`src/hw/rtl/ffbcc_pkg.sv`:
```
// Frame flag and BCC checker: shared constants and types.
// Used by the top level, the frame state and the testbench; depends on nothing.
`timescale 1ns / 1ps

package ffbcc_pkg;

	localparam int SUFFIX_LEN = 8;
	localparam int FLAG_W     = 32;
	localparam int BYTE_W     = 8;
	localparam int COUNT_W    = 5;
	localparam int HEAD_LEN   = 4;
	localparam int CFG_IDX_W  = 1;

	localparam logic [COUNT_W-1:0] COUNT_MAX = '1;

	typedef logic [BYTE_W-1:0] byte_t;
	typedef logic [FLAG_W-1:0] flag_t;
	typedef logic [COUNT_W-1:0] count_t;

	typedef enum logic [2:0] {
		ST_OK    = 3'd0,
		ST_HEAD  = 3'd1,
		ST_TAIL  = 3'd2,
		ST_CHECK = 3'd3,
		ST_SHORT = 3'd4
	} status_t;

	typedef enum logic [CFG_IDX_W-1:0] {
		REG_HEAD_MARK = 1'b0,
		REG_TAIL_MARK = 1'b1
	} reg_idx_t;

	// Item handed from the input register to the frame state.
	typedef struct packed {
		logic  step;
		byte_t data;
		logic  last;
	} step_t;

endpackage

```
`src/hw/rtl/ffbcc_frame_state.sv`:
```
// Frame state of the checker: head word, byte count, tail window and BCC.
// Gives the status of a frame on its last item. Depends on ffbcc_pkg.
`timescale 1ns / 1ps

module ffbcc_frame_state (
	input  logic               clk,
	input  logic               arst_n,
	input  ffbcc_pkg::step_t   step_in,
	input  ffbcc_pkg::flag_t   head_mark,
	input  ffbcc_pkg::flag_t   tail_mark,
	output ffbcc_pkg::status_t status_out
);

	ffbcc_pkg::flag_t  head_q;
	ffbcc_pkg::count_t count_q;
	ffbcc_pkg::byte_t  xor_q;
	ffbcc_pkg::byte_t  win_q [ffbcc_pkg::SUFFIX_LEN];

	ffbcc_pkg::flag_t  head_n;
	ffbcc_pkg::count_t count_n;
	ffbcc_pkg::byte_t  xor_n;
	ffbcc_pkg::byte_t  win_n [ffbcc_pkg::SUFFIX_LEN];
	ffbcc_pkg::flag_t  tail_word;

	always_comb begin
		head_n = head_q;
		if (count_q < ffbcc_pkg::COUNT_W'(ffbcc_pkg::HEAD_LEN)) begin
			head_n[{count_q[1:0], 3'b000} +: ffbcc_pkg::BYTE_W] = step_in.data;
		end
		xor_n = xor_q;
		if (count_q >= ffbcc_pkg::COUNT_W'(ffbcc_pkg::SUFFIX_LEN)) begin
			xor_n = xor_q ^ win_q[0];
		end
		for (int i = 0; i < ffbcc_pkg::SUFFIX_LEN - 1; i++) begin
			win_n[i] = win_q[i + 1];
		end
		win_n[ffbcc_pkg::SUFFIX_LEN - 1] = step_in.data;
		count_n = (count_q == ffbcc_pkg::COUNT_MAX) ? count_q :
			count_q + ffbcc_pkg::COUNT_W'(1);
		for (int k = 0; k < ffbcc_pkg::HEAD_LEN; k++) begin
			tail_word[ffbcc_pkg::BYTE_W * k +: ffbcc_pkg::BYTE_W] =
				win_n[ffbcc_pkg::SUFFIX_LEN - ffbcc_pkg::HEAD_LEN + k];
		end
	end

	always_comb begin
		priority if (count_n < ffbcc_pkg::COUNT_W'(ffbcc_pkg::SUFFIX_LEN)) begin
			status_out = ffbcc_pkg::ST_SHORT;
		end else if (head_n != head_mark) begin
			status_out = ffbcc_pkg::ST_HEAD;
		end else if (tail_word != tail_mark) begin
			status_out = ffbcc_pkg::ST_TAIL;
		end else if (xor_n != win_n[0]) begin
			status_out = ffbcc_pkg::ST_CHECK;
		end else begin
			status_out = ffbcc_pkg::ST_OK;
		end
	end

	// Clear count and BCC at the end of a frame; the payload is rewritten before use.
	always_ff @(posedge clk or negedge arst_n) begin
		if (!arst_n) begin
			count_q <= '0;
			xor_q   <= '0;
		end else if (step_in.step) begin
			if (step_in.last) begin
				count_q <= '0;
				xor_q   <= '0;
			end else begin
				count_q <= count_n;
				xor_q   <= xor_n;
			end
		end
	end

	always_ff @(posedge clk) begin
		if (step_in.step) begin
			head_q <= head_n;
			win_q  <= win_n;
		end
	end

endmodule

```
`config.mk`:
```
export PLATFORM = sky130hd
export DESIGN_NAME = ffbcc_frame_state
export DESIGN_NICKNAME = d
export VERILOG_FILES = /design/src/hw/rtl/ffbcc_pkg.sv /design/src/hw/rtl/ffbcc_frame_state.sv
export SDC_FILE = /design/constraint.sdc
export NUM_CORES = 1
export LEC_CHECK = 0
export BUFFER_PORTS_ARGS = -buffer_cell sky130_fd_sc_hd__buf_2
export CELL_PAD_IN_SITES_DETAIL_PLACEMENT = 0
export CELL_PAD_IN_SITES_GLOBAL_PLACEMENT = 2
export CORE_MARGIN = 2
export CORE_UTILIZATION = 30
export CTS_CLUSTER_DIAMETER = 60
export DETAILED_ROUTE_END_ITERATION = 8
export PLACE_DENSITY_LB_ADDON = 0.1
export SYNTH_ARGS = -nofsm -noshare
export SYNTH_HDL_FRONTEND = slang
export SYNTH_SLANG_ARGS = --single-unit
```
`constraint.sdc`:
```
create_clock -name clk -period 7.5 [get_ports clk]
set_clock_uncertainty 0.2 [all_clocks]
set_input_delay 1.125 -clock clk [delete_from_list [all_inputs] [get_ports clk]]
set_output_delay 1.125 -clock clk [all_outputs]
set_load 0.005 [all_outputs]
```
==> out/qor.txt, run 1 <==
Nets: 553
CTS Root Cell: clkbuf_16
Critical Path, Cell by Cell: inv_1 -> ha_1 -> nor4bb_1 -> mux2_4 -> xor2_1 -> nor4_1 -> nand4_1 -> o32a_1 -> buf_2
Largest net degree at the start of global routing: 77
Placed cells: 689
I/O pin cnt: 79
CTS tree: yes
Power Total: 1.48 mW
Cts hold-fix bufs: 0
#FFs+latches synth: 109
Delay-heaviest family, CP: simple AND/OR/NAND/NOR gates
Leak: 2.60 nW
Clk sinks: 109
Setup violations, final: 0
Sw Ratio: 0.261
Cell Rows: 49
Synth Instances: 397
GR Overflow Total: 0
Antenna violation net count after detailed routing: 0
WP data required: 6.17 ns
Diode count: 0
Worst-path clk slew: 0.08 ns
Arr. time, crit path: 4.57 ns
Routed via count: 3,312
Post-CTS sizing: 0
Final Instance Count excl. Fillers: 705
Status: complete, no violations
Starting DRT DRC Count: 223
Worst Path Buf+Inv: 2
Max IR drop VDD: 0.000125 V
Vias per cell: 4.70
Slowest-stage cell, CP: dfrtp_1
Placer Congestion: 0.742
Drt pass-1 iters: 4
Minimum clock period: 5.89 ns
Internal power: 1.09 mW
Clock Latency Late Sink: 0.35 ns
Initial Util: 0.306
Layout cells sized above 1: 0.275
Die Ht: 139 µm
# DRC: 0
Hold Path Cell Cnt: 0
Vias in the first global route: 3,439
TritonCTS buffer count: 9
Max cap viols: 0
Synthesized area: 5500 µm²
Clk network pwr share: 0.337
Core ar.: 18,000 µm²
Area Growth Syn to Fin: 16.5%
Syn Area/Cell: 13.8 µm²
Relative slew slack: 0.282
Share of the synthesized area in the top cell type: 0.524
Total nets after synthesis: 479
GR Util All Layers: 0.135
Pwr/cell area: 230 nW/µm²
Deepest clock path buffer count: 2
Crit path max fanout: 38
Largest stage delay, worst path: 1.05 ns
CP endpoint kind: output port
Total Wirelength: 12.9 mm
Global-route wire length before repair: 19.9 mm
Die ar.: 19,400 µm²
Crit path kind: flop to output port
RSZ-0062 raised after global routing: false
Async SR Flop Fraction: 0.119
Post-synth top flop: edfxtp_1
F_max: 170 MHz
Finished Core Util: 0.357
Tcrit/Tclk final: 0.786
Stages on worst setup path: 9
Sequential fraction of the synthesis area: 0.584
Total Neg Setup Slack: 0 ns
YS warnings: 0
H-Tree Depth: 3
Routed len/inst: 18.3 µm
Combinational power share: 0.158
Setup Buffers After CTS: 0
Hold WC Path Type: flop to flop
Port-buffer cells: 78
Post-synth EDFFs: 96
Startpoint types: flop
Yosys top cell by area: edfxtp_1
Switch Pwr: 385 µW
Hold Vio Cnt, Final: 0
Distinct cells, synth: 39
Chip width: 139 µm
Ranking of synthesized cells by area: edfxtp_1, xor2_1, dfrtp_1, mux2_4, nor4bb_1
Initial antenna violation count: 0
Slew @ Worst Pin: 1.08 ns
Reg power frac: 0.506
Count of pins over their slew limit: 0
Worst Reg-to-Reg Cells: 4
Flop2flop setup slack: 4.19 ns
HPWL after detailed placement: 8.90 mm
[per-stage QoR]
| stage | instance area (µm²) | hold slack [ns] | setup WS (ns) |
|---|---|---|---|
| 3_3_place_gp | 6100 | 0.201 | 1.99 |
| 4_1_cts | 6410 | 0.220 | 1.59 |
| 3_5_place_dp | 6100 | 0.206 | 1.99 |
| 2_1_floorplan | 5500 | 0.200 | 3.19 |
| 6_report | 6410 | 0.217 | 1.61 |
| 5_1_grt | 6410 | 0.225 | 1.18 |
[flip-flops by register name (all words and copies together), names as in the netlist]
register,count
win_n,32
xor_q,8
tail_word,24
count_q,5
head_q,32
win_q,8
[synthesized netlist by cell type (all sizes together) (2+ instances only)]
library cell and instances:
xnor2 8, xor2 64, nor4 16, ha 6, mux2i 8, a31o 2, and4b 8, clkbuf 11
mux2 24, nand2 10, nor2 14, o21ai 17, a21oi 18, xnor3 4, or4b 8, dfrtp 13
nand4 5, edfxtp 96, nor4bb 16, nor3b 8, o22ai 2, nand3 5, inv 15, nor3 5
buf 6
[per-layer routing]
metal / vias up / global-route usage / routed length [µm]
li1: 1636 / - / -
met1: 1613 / 0.192 / 6360
met2: 56 / 0.208 / 5990
met3: 7 / 0.0330 / 418
met4: 0 / 0.0319 / 116
met5: - / 0 / 0
[final cells by class]
class,count,area (µm²)
multi-input combinational,256,2140
timing repair buffer,80,408
clock inverter,7,80.1
clock buffer,9,225
sequential,109,3210
fill,1757,11600
inverter,15,56.3
tap,229,287
[power groups by stage]
stage                     sequential, mW  clock [mW]  combinational (mW)
final                              0.746       0.497               0.233
after global routing               0.753       0.539               0.258
after CTS                          0.747       0.515               0.236
after detailed placement           0.760           0               0.236
after global placement             0.759           0               0.235
after floorplan                    0.747           0               0.166
[worst reg2reg max path, stage by stage (launching register included)]
cell	delay, ns
dfrtp_1	1.05
inv_1	0.25
ha_1	0.97
nor4bb_1	0.48
mux2_4	0.24
[path summary, 6_finish.rpt]
kind	startpoint	to
max in group asynchronous	arst_n	count_q[1]
min	win_n[40]	win_n[48]
min in group asynchronous	arst_n	xor_q[2]
max	count_q[0]	status_out[0]
max reg2reg	count_q[0]	head_q[20]
min reg2reg	win_n[40]	win_n[48]
[placed cells by master, fill, tap and decap left out, types with 3 or more instances in the layout]
cell type  count
a21oi_1       18
and4b_1        8
buf_2         77
buf_4          3
clkbuf_16      9
dfrtp_1       13
edfxtp_1      96
ha_1           6
inv_1         15
mux2_2        10
mux2_4        13
mux2i_1        8
nand2_1       10
nand3_1        5
nand4_1        5
nor2_1        14
nor3_1         5
nor3b_1        8
nor4_1        14
nor4bb_1      16
o21ai_0       17
or4b_2         4
xnor2_1        8
xnor3_1        4
xor2_1        64
[kinds of logic after synthesis]
family,count (synthesis),synth area share
fa+ha+maj,6,0.0137
xor+xnor,76,0.131
simple gates,98,0.126
flops,109,0.584
mux,32,0.0726
buf+inv,32,0.0266
compound gates,44,0.0467
No activity file was read; power rests on OpenSTA's default activity.
==> run 2, diff against run 1 <==
Settings changed: ABC_AREA set to 1.
Clock period 7.5 ns to 5.6 ns, I/O delays scaled along.
==> run 2 against run 1 <==
Setup slack lost 0.71 ns. Global-route usage grew 1.4 points. Flip-flop and latch count is the same. Clock power grew 33%. Hold slack lost 0.049 ns. Wire length grew 11%. Core utilization shrank 0.12 points. Final cell count grew 33%. Register-to-register slack lost 1.3 ns. Clock-buffer cell count is the same. First-iteration DRC count grew 26%.
==> out/qor.txt, run 2 <==
Largest stage delay, worst path: 0.73 ns (-0.32 ns)
Post-CTS sizing: 0 (unchanged)
Flop2flop setup slack: 2.89 ns (-1.30 ns)
# DRC: 0 (unchanged)
Async SR Flop Fraction: 0.119 (unchanged)
RSZ-0062 raised after global routing: false
Setup Buffers After CTS: 0 (unchanged)
Deepest clock path buffer count: 2 (unchanged)
Antenna violation net count after detailed routing: 0 (unchanged)
Delay-heaviest family, CP: simple AND/OR/NAND/NOR gates
Starting DRT DRC Count: 280 (+26%)
I/O pin cnt: 79 (unchanged)
Layout cells sized above 1: 0.162 (-0.113)
CTS tree: yes
Clk sinks: 109 (unchanged)
Vias in the first global route: 4,155 (+21%)
Max cap viols: 0 (unchanged)
Post-synth top flop: edfxtp_1
Worst Path Buf+Inv: 4 (+2)
Syn Area/Cell: 9.18 µm² (-34%)
Slew @ Worst Pin: 0.967 ns (-0.110 ns)
Worst Reg-to-Reg Cells: 6 (+2)
Placer Congestion: 0.758 (+2.1%)
GR Util All Layers: 0.149 (+0.0137)
Nets: 780 (+41%)
CP endpoint kind: output port
Commonest non-fill, non-tap cell in the layout: nand2_1
Area Growth Syn to Fin: 16.6% (about the same)
H-Tree Depth: 3 (unchanged)
Setup violations, final: 0 (unchanged)
Global-route wire length before repair: 22.3 mm (+12%)
Cts hold-fix bufs: 0 (unchanged)
Total nets after synthesis: 699 (+46%)
Synth Instances: 617 (+55%)
F_max: 213 MHz
DP Area: 6300 µm² (+3.2%)
WP data required: 4.56 ns (-1.61 ns)
Routed via count: 4,245 (+28%)
Commonest non-fill, non-tap cells in the layout: nand2_1, edfxtp_1, buf_2, inv_1, nor2_1
Synthesized area: 5660 µm² (+3.0%)
GR Overflow Total: 0 (unchanged)
TritonCTS buffer count: 9 (unchanged)
FF-to-FF Start: count_q[0]
Total Wirelength: 14.3 mm (+11%)
Most frequent cell after synthesis: nand2_1
Hold Vio Cnt, Final: 0 (unchanged)
Die ar.: 20,000 µm² (+2.9%)
Die Ht: 141 µm (+1.4%)
Number of fill cells: 1,942 (+11%)
Crit Reg-Reg Endpoint: head_q[22]
Yosys top cell by area: edfxtp_1
#FFs+latches synth: 109 (unchanged)
Sequential fraction of the synthesis area: 0.567 (-0.0170)
Critical Path, Cell by Cell: inv_1 -> ha_1 -> inv_2 -> nor2_2 -> nand2_1 -> o21ai_2 -> nand2_1 -> nand2_1 -> nand2_1 -> nor2_1 -> nand2_1 -> nor2_1 -> nand3_1 -> nand2_1 -> inv_1 -> buf_2
Clock Latency Late Sink: 0.36 ns (about the same)
Vias per cell: 4.53 (-3.6%)
CTS Root Cell: clkbuf_16
Crit path kind: flop to output port
Total Neg Setup Slack: 0 ns (unchanged)
Status: complete, no violations
Cell Rows: 50 (+2.0%)
Tcrit/Tclk final: 0.840
Initial antenna violation count: 0 (unchanged)
Crit path capture: status_out[0]
Routed len/inst: 15.2 µm (-17%)
Hold WC Path Type: primary input to async pin
Diode count: 0 (unchanged)
Startpoint types: flop
Leak: 2.93 nW (+12%)
Worst-path clk slew: 0.08 ns (about the same)
Largest net degree at the start of global routing: 74 (-3.9%)
Ranking of synthesized cells by area: edfxtp_1, nand2_1, dfrtp_1, inv_1, xnor2_1
Distinct cells, synth: 31 (-21%)
Core ar.: 18,600 µm² (+3.4%)
Chip width: 141 µm (+1.4%)
Relative slew slack: 0.355 (+0.0735)
Arr. time, crit path: 3.66 ns (-0.91 ns)
Minimum clock period: 4.70 ns
Most instantiated cells after synthesis: nand2_1, edfxtp_1, inv_1
Post-synth EDFFs: 96 (unchanged)
Slowest-stage cell, CP: dfrtp_1
CP dominant cell by count: nand2_1
Share of the synthesized area in the top cell type: 0.509 (-0.0153)
Drt pass-1 iters: 4 (unchanged)
Pwr/cell area: 301 nW/µm² (+31%)
Count of pins over their slew limit: 0 (unchanged)
Stages on worst setup path: 16 (+7)
Finished Cell Area: 6600 µm² (+3.1%)
Max IR drop VDD: 0.000165 V (+32%)
Initial Util: 0.305 (-0.00127)
Crit path max fanout: 20 (-47%)
Port-buffer cells: 78 (unchanged)
HPWL after detailed placement: 10.5 mm (+18%)
YS warnings: 0 (unchanged)
Worst Setup SP: count_q[0]
-- run 2: how the worst min path moves through the flow --
stage | start | end | cells past startpoint
CTS | arst_n | xor_q[1] | 1
global placement | win_n[42] | win_n[50] | 0
global route | arst_n | xor_q[1] | 1
floorplan | win_n[32] | win_n[40] | 0
finish | arst_n | xor_q[1] | 1
detailed placement | win_n[51] | win_n[59] | 0
-- run 2: area by class of cell --
type,count,area (µm²),area share
multi-input combinational,430,2130,0.323
clock buffer,9,225,0.0341
tap,234,293,0.0443
clock inverter,7,82.6,0.0125
inverter,69,260,0.0394
timing repair buffer,79,400,0.0606
sequential,109,3210,0.486
-- run 2: worst register-to-register path, delay by kind of cell (launching register included) --
family | cells | cell delay [ns]
AND/OR/NAND/NOR | 2 | 0.48
adder cells (fa/ha/maj) | 1 | 0.59
buffers and inverters | 2 | 0.39
flip-flops | 1 | 0.73
AO/OA/AOI/OAI | 1 | 0.17
-- run 2: cells by family after synthesis --
| kind of cell | synth area share |
|---|---|
| simple gates | 0.270 |
| flops | 0.567 |
| buf+inv | 0.0564 |
| xor+xnor | 0.0650 |
| compound gates | 0.0285 |
| fa+ha+maj | 0.0133 |
-- run 2: layer usage --
layer | up-vias | GRT usage | wire length [µm] | part of all wire
li1 | 2170 | - | - | -
met1 | 1991 | 0.216 | 7230 | 0.51
met2 | 75 | 0.231 | 6380 | 0.45
met3 | 9 | 0.0277 | 529 | 0.037
met4 | 0 | 0.0347 | 144 | 0.010
met5 | - | 0 | 0 | 0
-- run 2: where the power goes --
part | switching [mW] | internal (mW)
Sequential | 0.0296 | 0.961
Combinational | 0.222 | 0.114
Clock | 0.341 | 0.318
-- run 2: through the flow --
stage	total power, mW	hold WS [ns]	utilization	std cells	worst slack, ns
final	1.99	0.167	0.355	937	0.897
after global placement	1.34	0.202	0.339	921	1.38
after global routing	2.10	0.183	0.355	937	0.412
after floorplan	1.23	0.200	-	617	2.48
after CTS	2.01	0.172	0.355	937	0.856
after detailed placement	1.35	0.205	0.339	921	1.27
==> run 3, diff against run 2 <==
Clock period 5.6 ns to 4.2 ns, I/O delays scaled along.
==> run 3 against run 2 <==
Global-route usage rose by 0.45 points. Highest routed layer unchanged. Clock power rose by 37%. Hold slack improved by 0.055 ns. Setup slack got worse by 0.49 ns. Sequential power rose by 33%. Largest cell class unchanged. Via count fell by 1.7%. Clock-buffer cell count did not move. Flip-flop and latch count did not move.
==> out/qor.txt, run 3 (synthesis gave the netlist of run 2 again) <==
Initial Util: 0.305 (unchanged)
Leak: 2.96 nW (+0.95%)
Vias per cell: 4.44 (-2.1%)
Max IR drop VDD: 0.000189 V (+15%)
HPWL after detailed placement: 10.7 mm (+2.7%)
Starting DRT DRC Count: 302 (+7.9%)
Cell Rows: 50 (unchanged)
Crit path max fanout: 11 (-45%)
DP Area: 6320 µm² (+0.44%)
Drt pass-1 iters: 4 (unchanged)
GR Overflow Total: 0 (unchanged)
Routed via count: 4,171 (-1.7%)
Combinational power share: 0.173 (+0.004)
Die ar.: 20,000 µm² (unchanged)
Crit Reg-Reg Endpoint: head_q[20]
Setup Buffers After CTS: 0 (unchanged)
Pwr/cell area: 403 nW/µm² (+34%)
Grt met2 use: 0.240 (+0.00869)
Clk network pwr share: 0.336 (+0.004)
Worst Setup SP: count_q[1]
Arr. time, crit path: 2.96 ns (-0.70 ns)
GR Util All Layers: 0.153 (+0.00454)
Met1 global-route usage: 0.218 (+0.00185)
Tcrit/Tclk final: 0.902
Global-route wire length before repair: 22.9 mm (+2.8%)
Area Growth Syn to Fin: 17.5%
Status: complete, no violations
Cts hold-fix bufs: 1 (+1)
Core ar.: 18,600 µm² (unchanged)
FF-to-FF Start: count_q[1]
# DRC: 0 (unchanged)
Total Neg Setup Slack: 0 ns (unchanged)
CP endpoint kind: output port
Slew @ Worst Pin: 0.497 ns (-0.470 ns)
Commonest non-fill, non-tap cell in the layout: nand2_1
Largest net degree at the start of global routing: 83 (+12%)
Crit path kind: flop to output port
Vias in the first global route: 4,185 (+0.72%)
Clk sinks: 109 (unchanged)
I/O pin cnt: 79 (unchanged)
Chip width: 141 µm (unchanged)
Crit path capture: status_out[0]
Die Ht: 141 µm (unchanged)
H-Tree Depth: 3 (unchanged)
F_max: 264 MHz
CTS Root Cell: clkbuf_16
WP data required: 3.37 ns (-1.19 ns)
Clock Latency Late Sink: 0.37 ns (about the same)
Hold Vio Cnt, Final: 0 (unchanged)
RSZ-0062 raised after global routing: false
Hold WC Path Type: flop to flop
Worst Reg-to-Reg Cells: 6 (unchanged)
Count of pins over their slew limit: 0 (unchanged)
Finished Cell Area: 6650 µm² (+0.74%)
Layout cells sized above 1: 0.164 (+0.00214)
TritonCTS buffer count: 9 (unchanged)
Diode count: 0 (unchanged)
Max cap viols: 0 (unchanged)
Antenna violation net count after detailed routing: 0 (unchanged)
Deepest clock path buffer count: 2 (unchanged)
Switch Pwr: 805 µW (+36%)
Initial antenna violation count: 0 (unchanged)
Worst-path clk slew: 0.09 ns (about the same)
M3 GR Usage: 0.0314 (+0.00371)
Total Wirelength: 14.6 mm (+1.9%)
Post-CTS sizing: 0 (unchanged)
Setup violations, final: 0 (unchanged)
Minimum clock period: 3.79 ns
Reg power frac: 0.491 (-0.008)
Nets: 783 (+0.38%)
Port-buffer cells: 78 (unchanged)
Flop2flop setup slack: 2.20 ns (-0.69 ns)
Placer Congestion: 0.785 (+3.6%)
Gr busiest metal: met2
CTS tree: yes
Startpoint types: flop
Commonest non-fill, non-tap cells in the layout: nand2_1, edfxtp_1, buf_2, inv_1, nor2_1
Relative slew slack: 0.668 (+0.313)
Routed len/inst: 15.5 µm (+1.5%)
Internal power: 1.87 mW (+35%)
Sw Ratio: 0.300 (+0.00208)
-- run 3: cell types whose count changed in the layout (fill, tap and decap cells not counted), sizes merged --
| cell | change |
|---|---|
| clkinvlp | -1 |
| clkinv | -1 |
| inv | +2 |
| dlygate4sd3 | +1 |
| buf | +2 |
-- run 3: power by group through the flow --
stage / logic [mW] / registers (mW) / clock network [mW]
3_5_place_dp: 0.468 / 1.34 / 0
5_1_grt: 0.532 / 1.33 / 0.983
6_report: 0.462 / 1.32 / 0.901
3_3_place_gp: 0.466 / 1.34 / 0
2_1_floorplan: 0.310 / 1.33 / 0
4_1_cts: 0.471 / 1.32 / 0.936
-- run 3: area by class of cell --
cell class	instances	area (µm²)
multi-input combinational	430	2130
fill	1930	11900
timing repair buffer	82	438
clock buffer	9	225
sequential	109	3210
inverter	69	260
tap	234	293
clock inverter	7	93.8
-- run 3: worst max-delay path, stage by stage (launching register included) --
cell	delay (ns)
dfrtp_1	0.44
inv_1	0.11
ha_1	0.35
inv_2	0.11
nor2_2	0.31
nand2_1	0.10
inv_1	0.07
nand2_1	0.07
nand2_1	0.09
nand2_1	0.05
nand2_1	0.05
nand2_1	0.04
nor2_1	0.14
nand2_1	0.08
nor2_1	0.24
nand3_1	0.12
nand2_1	0.07
inv_1	0.03
buf_2	0.11
-- run 3: layer usage --
metal,part of all wire,up-vias
li1,-,2175
met1,0.50,1910
met2,0.45,76
met3,0.044,10
met4,0.010,0
met5,0,-
-- run 3: worst min-delay path by stage --
stage | cells after the start | slack (ns) | end | from
after floorplan | 0 | 0.13 | count_q[0] | arst_n
after global placement | 0 | 0.20 | win_n[41] | win_n[33]
after detailed placement | 0 | 0.20 | win_n[56] | win_n[48]
after CTS | 0 | 0.22 | win_n[55] | win_n[47]
after global routing | 0 | 0.23 | win_n[63] | win_n[55]
final | 0 | 0.22 | win_n[59] | win_n[51]
-- run 3: per-stage QoR --
step                instances  hold slack, ns  worst slack, ns   util  total power [mW]
global route              940           0.233           0.0742  0.358              2.84
floorplan                 617           0.134             1.29      -              1.64
detailed placement        923           0.205            0.773  0.340              1.81
global placement          923           0.201            0.848  0.340              1.80
finish                    940           0.222            0.411  0.358              2.68
CTS                       940           0.225            0.361  0.358              2.72
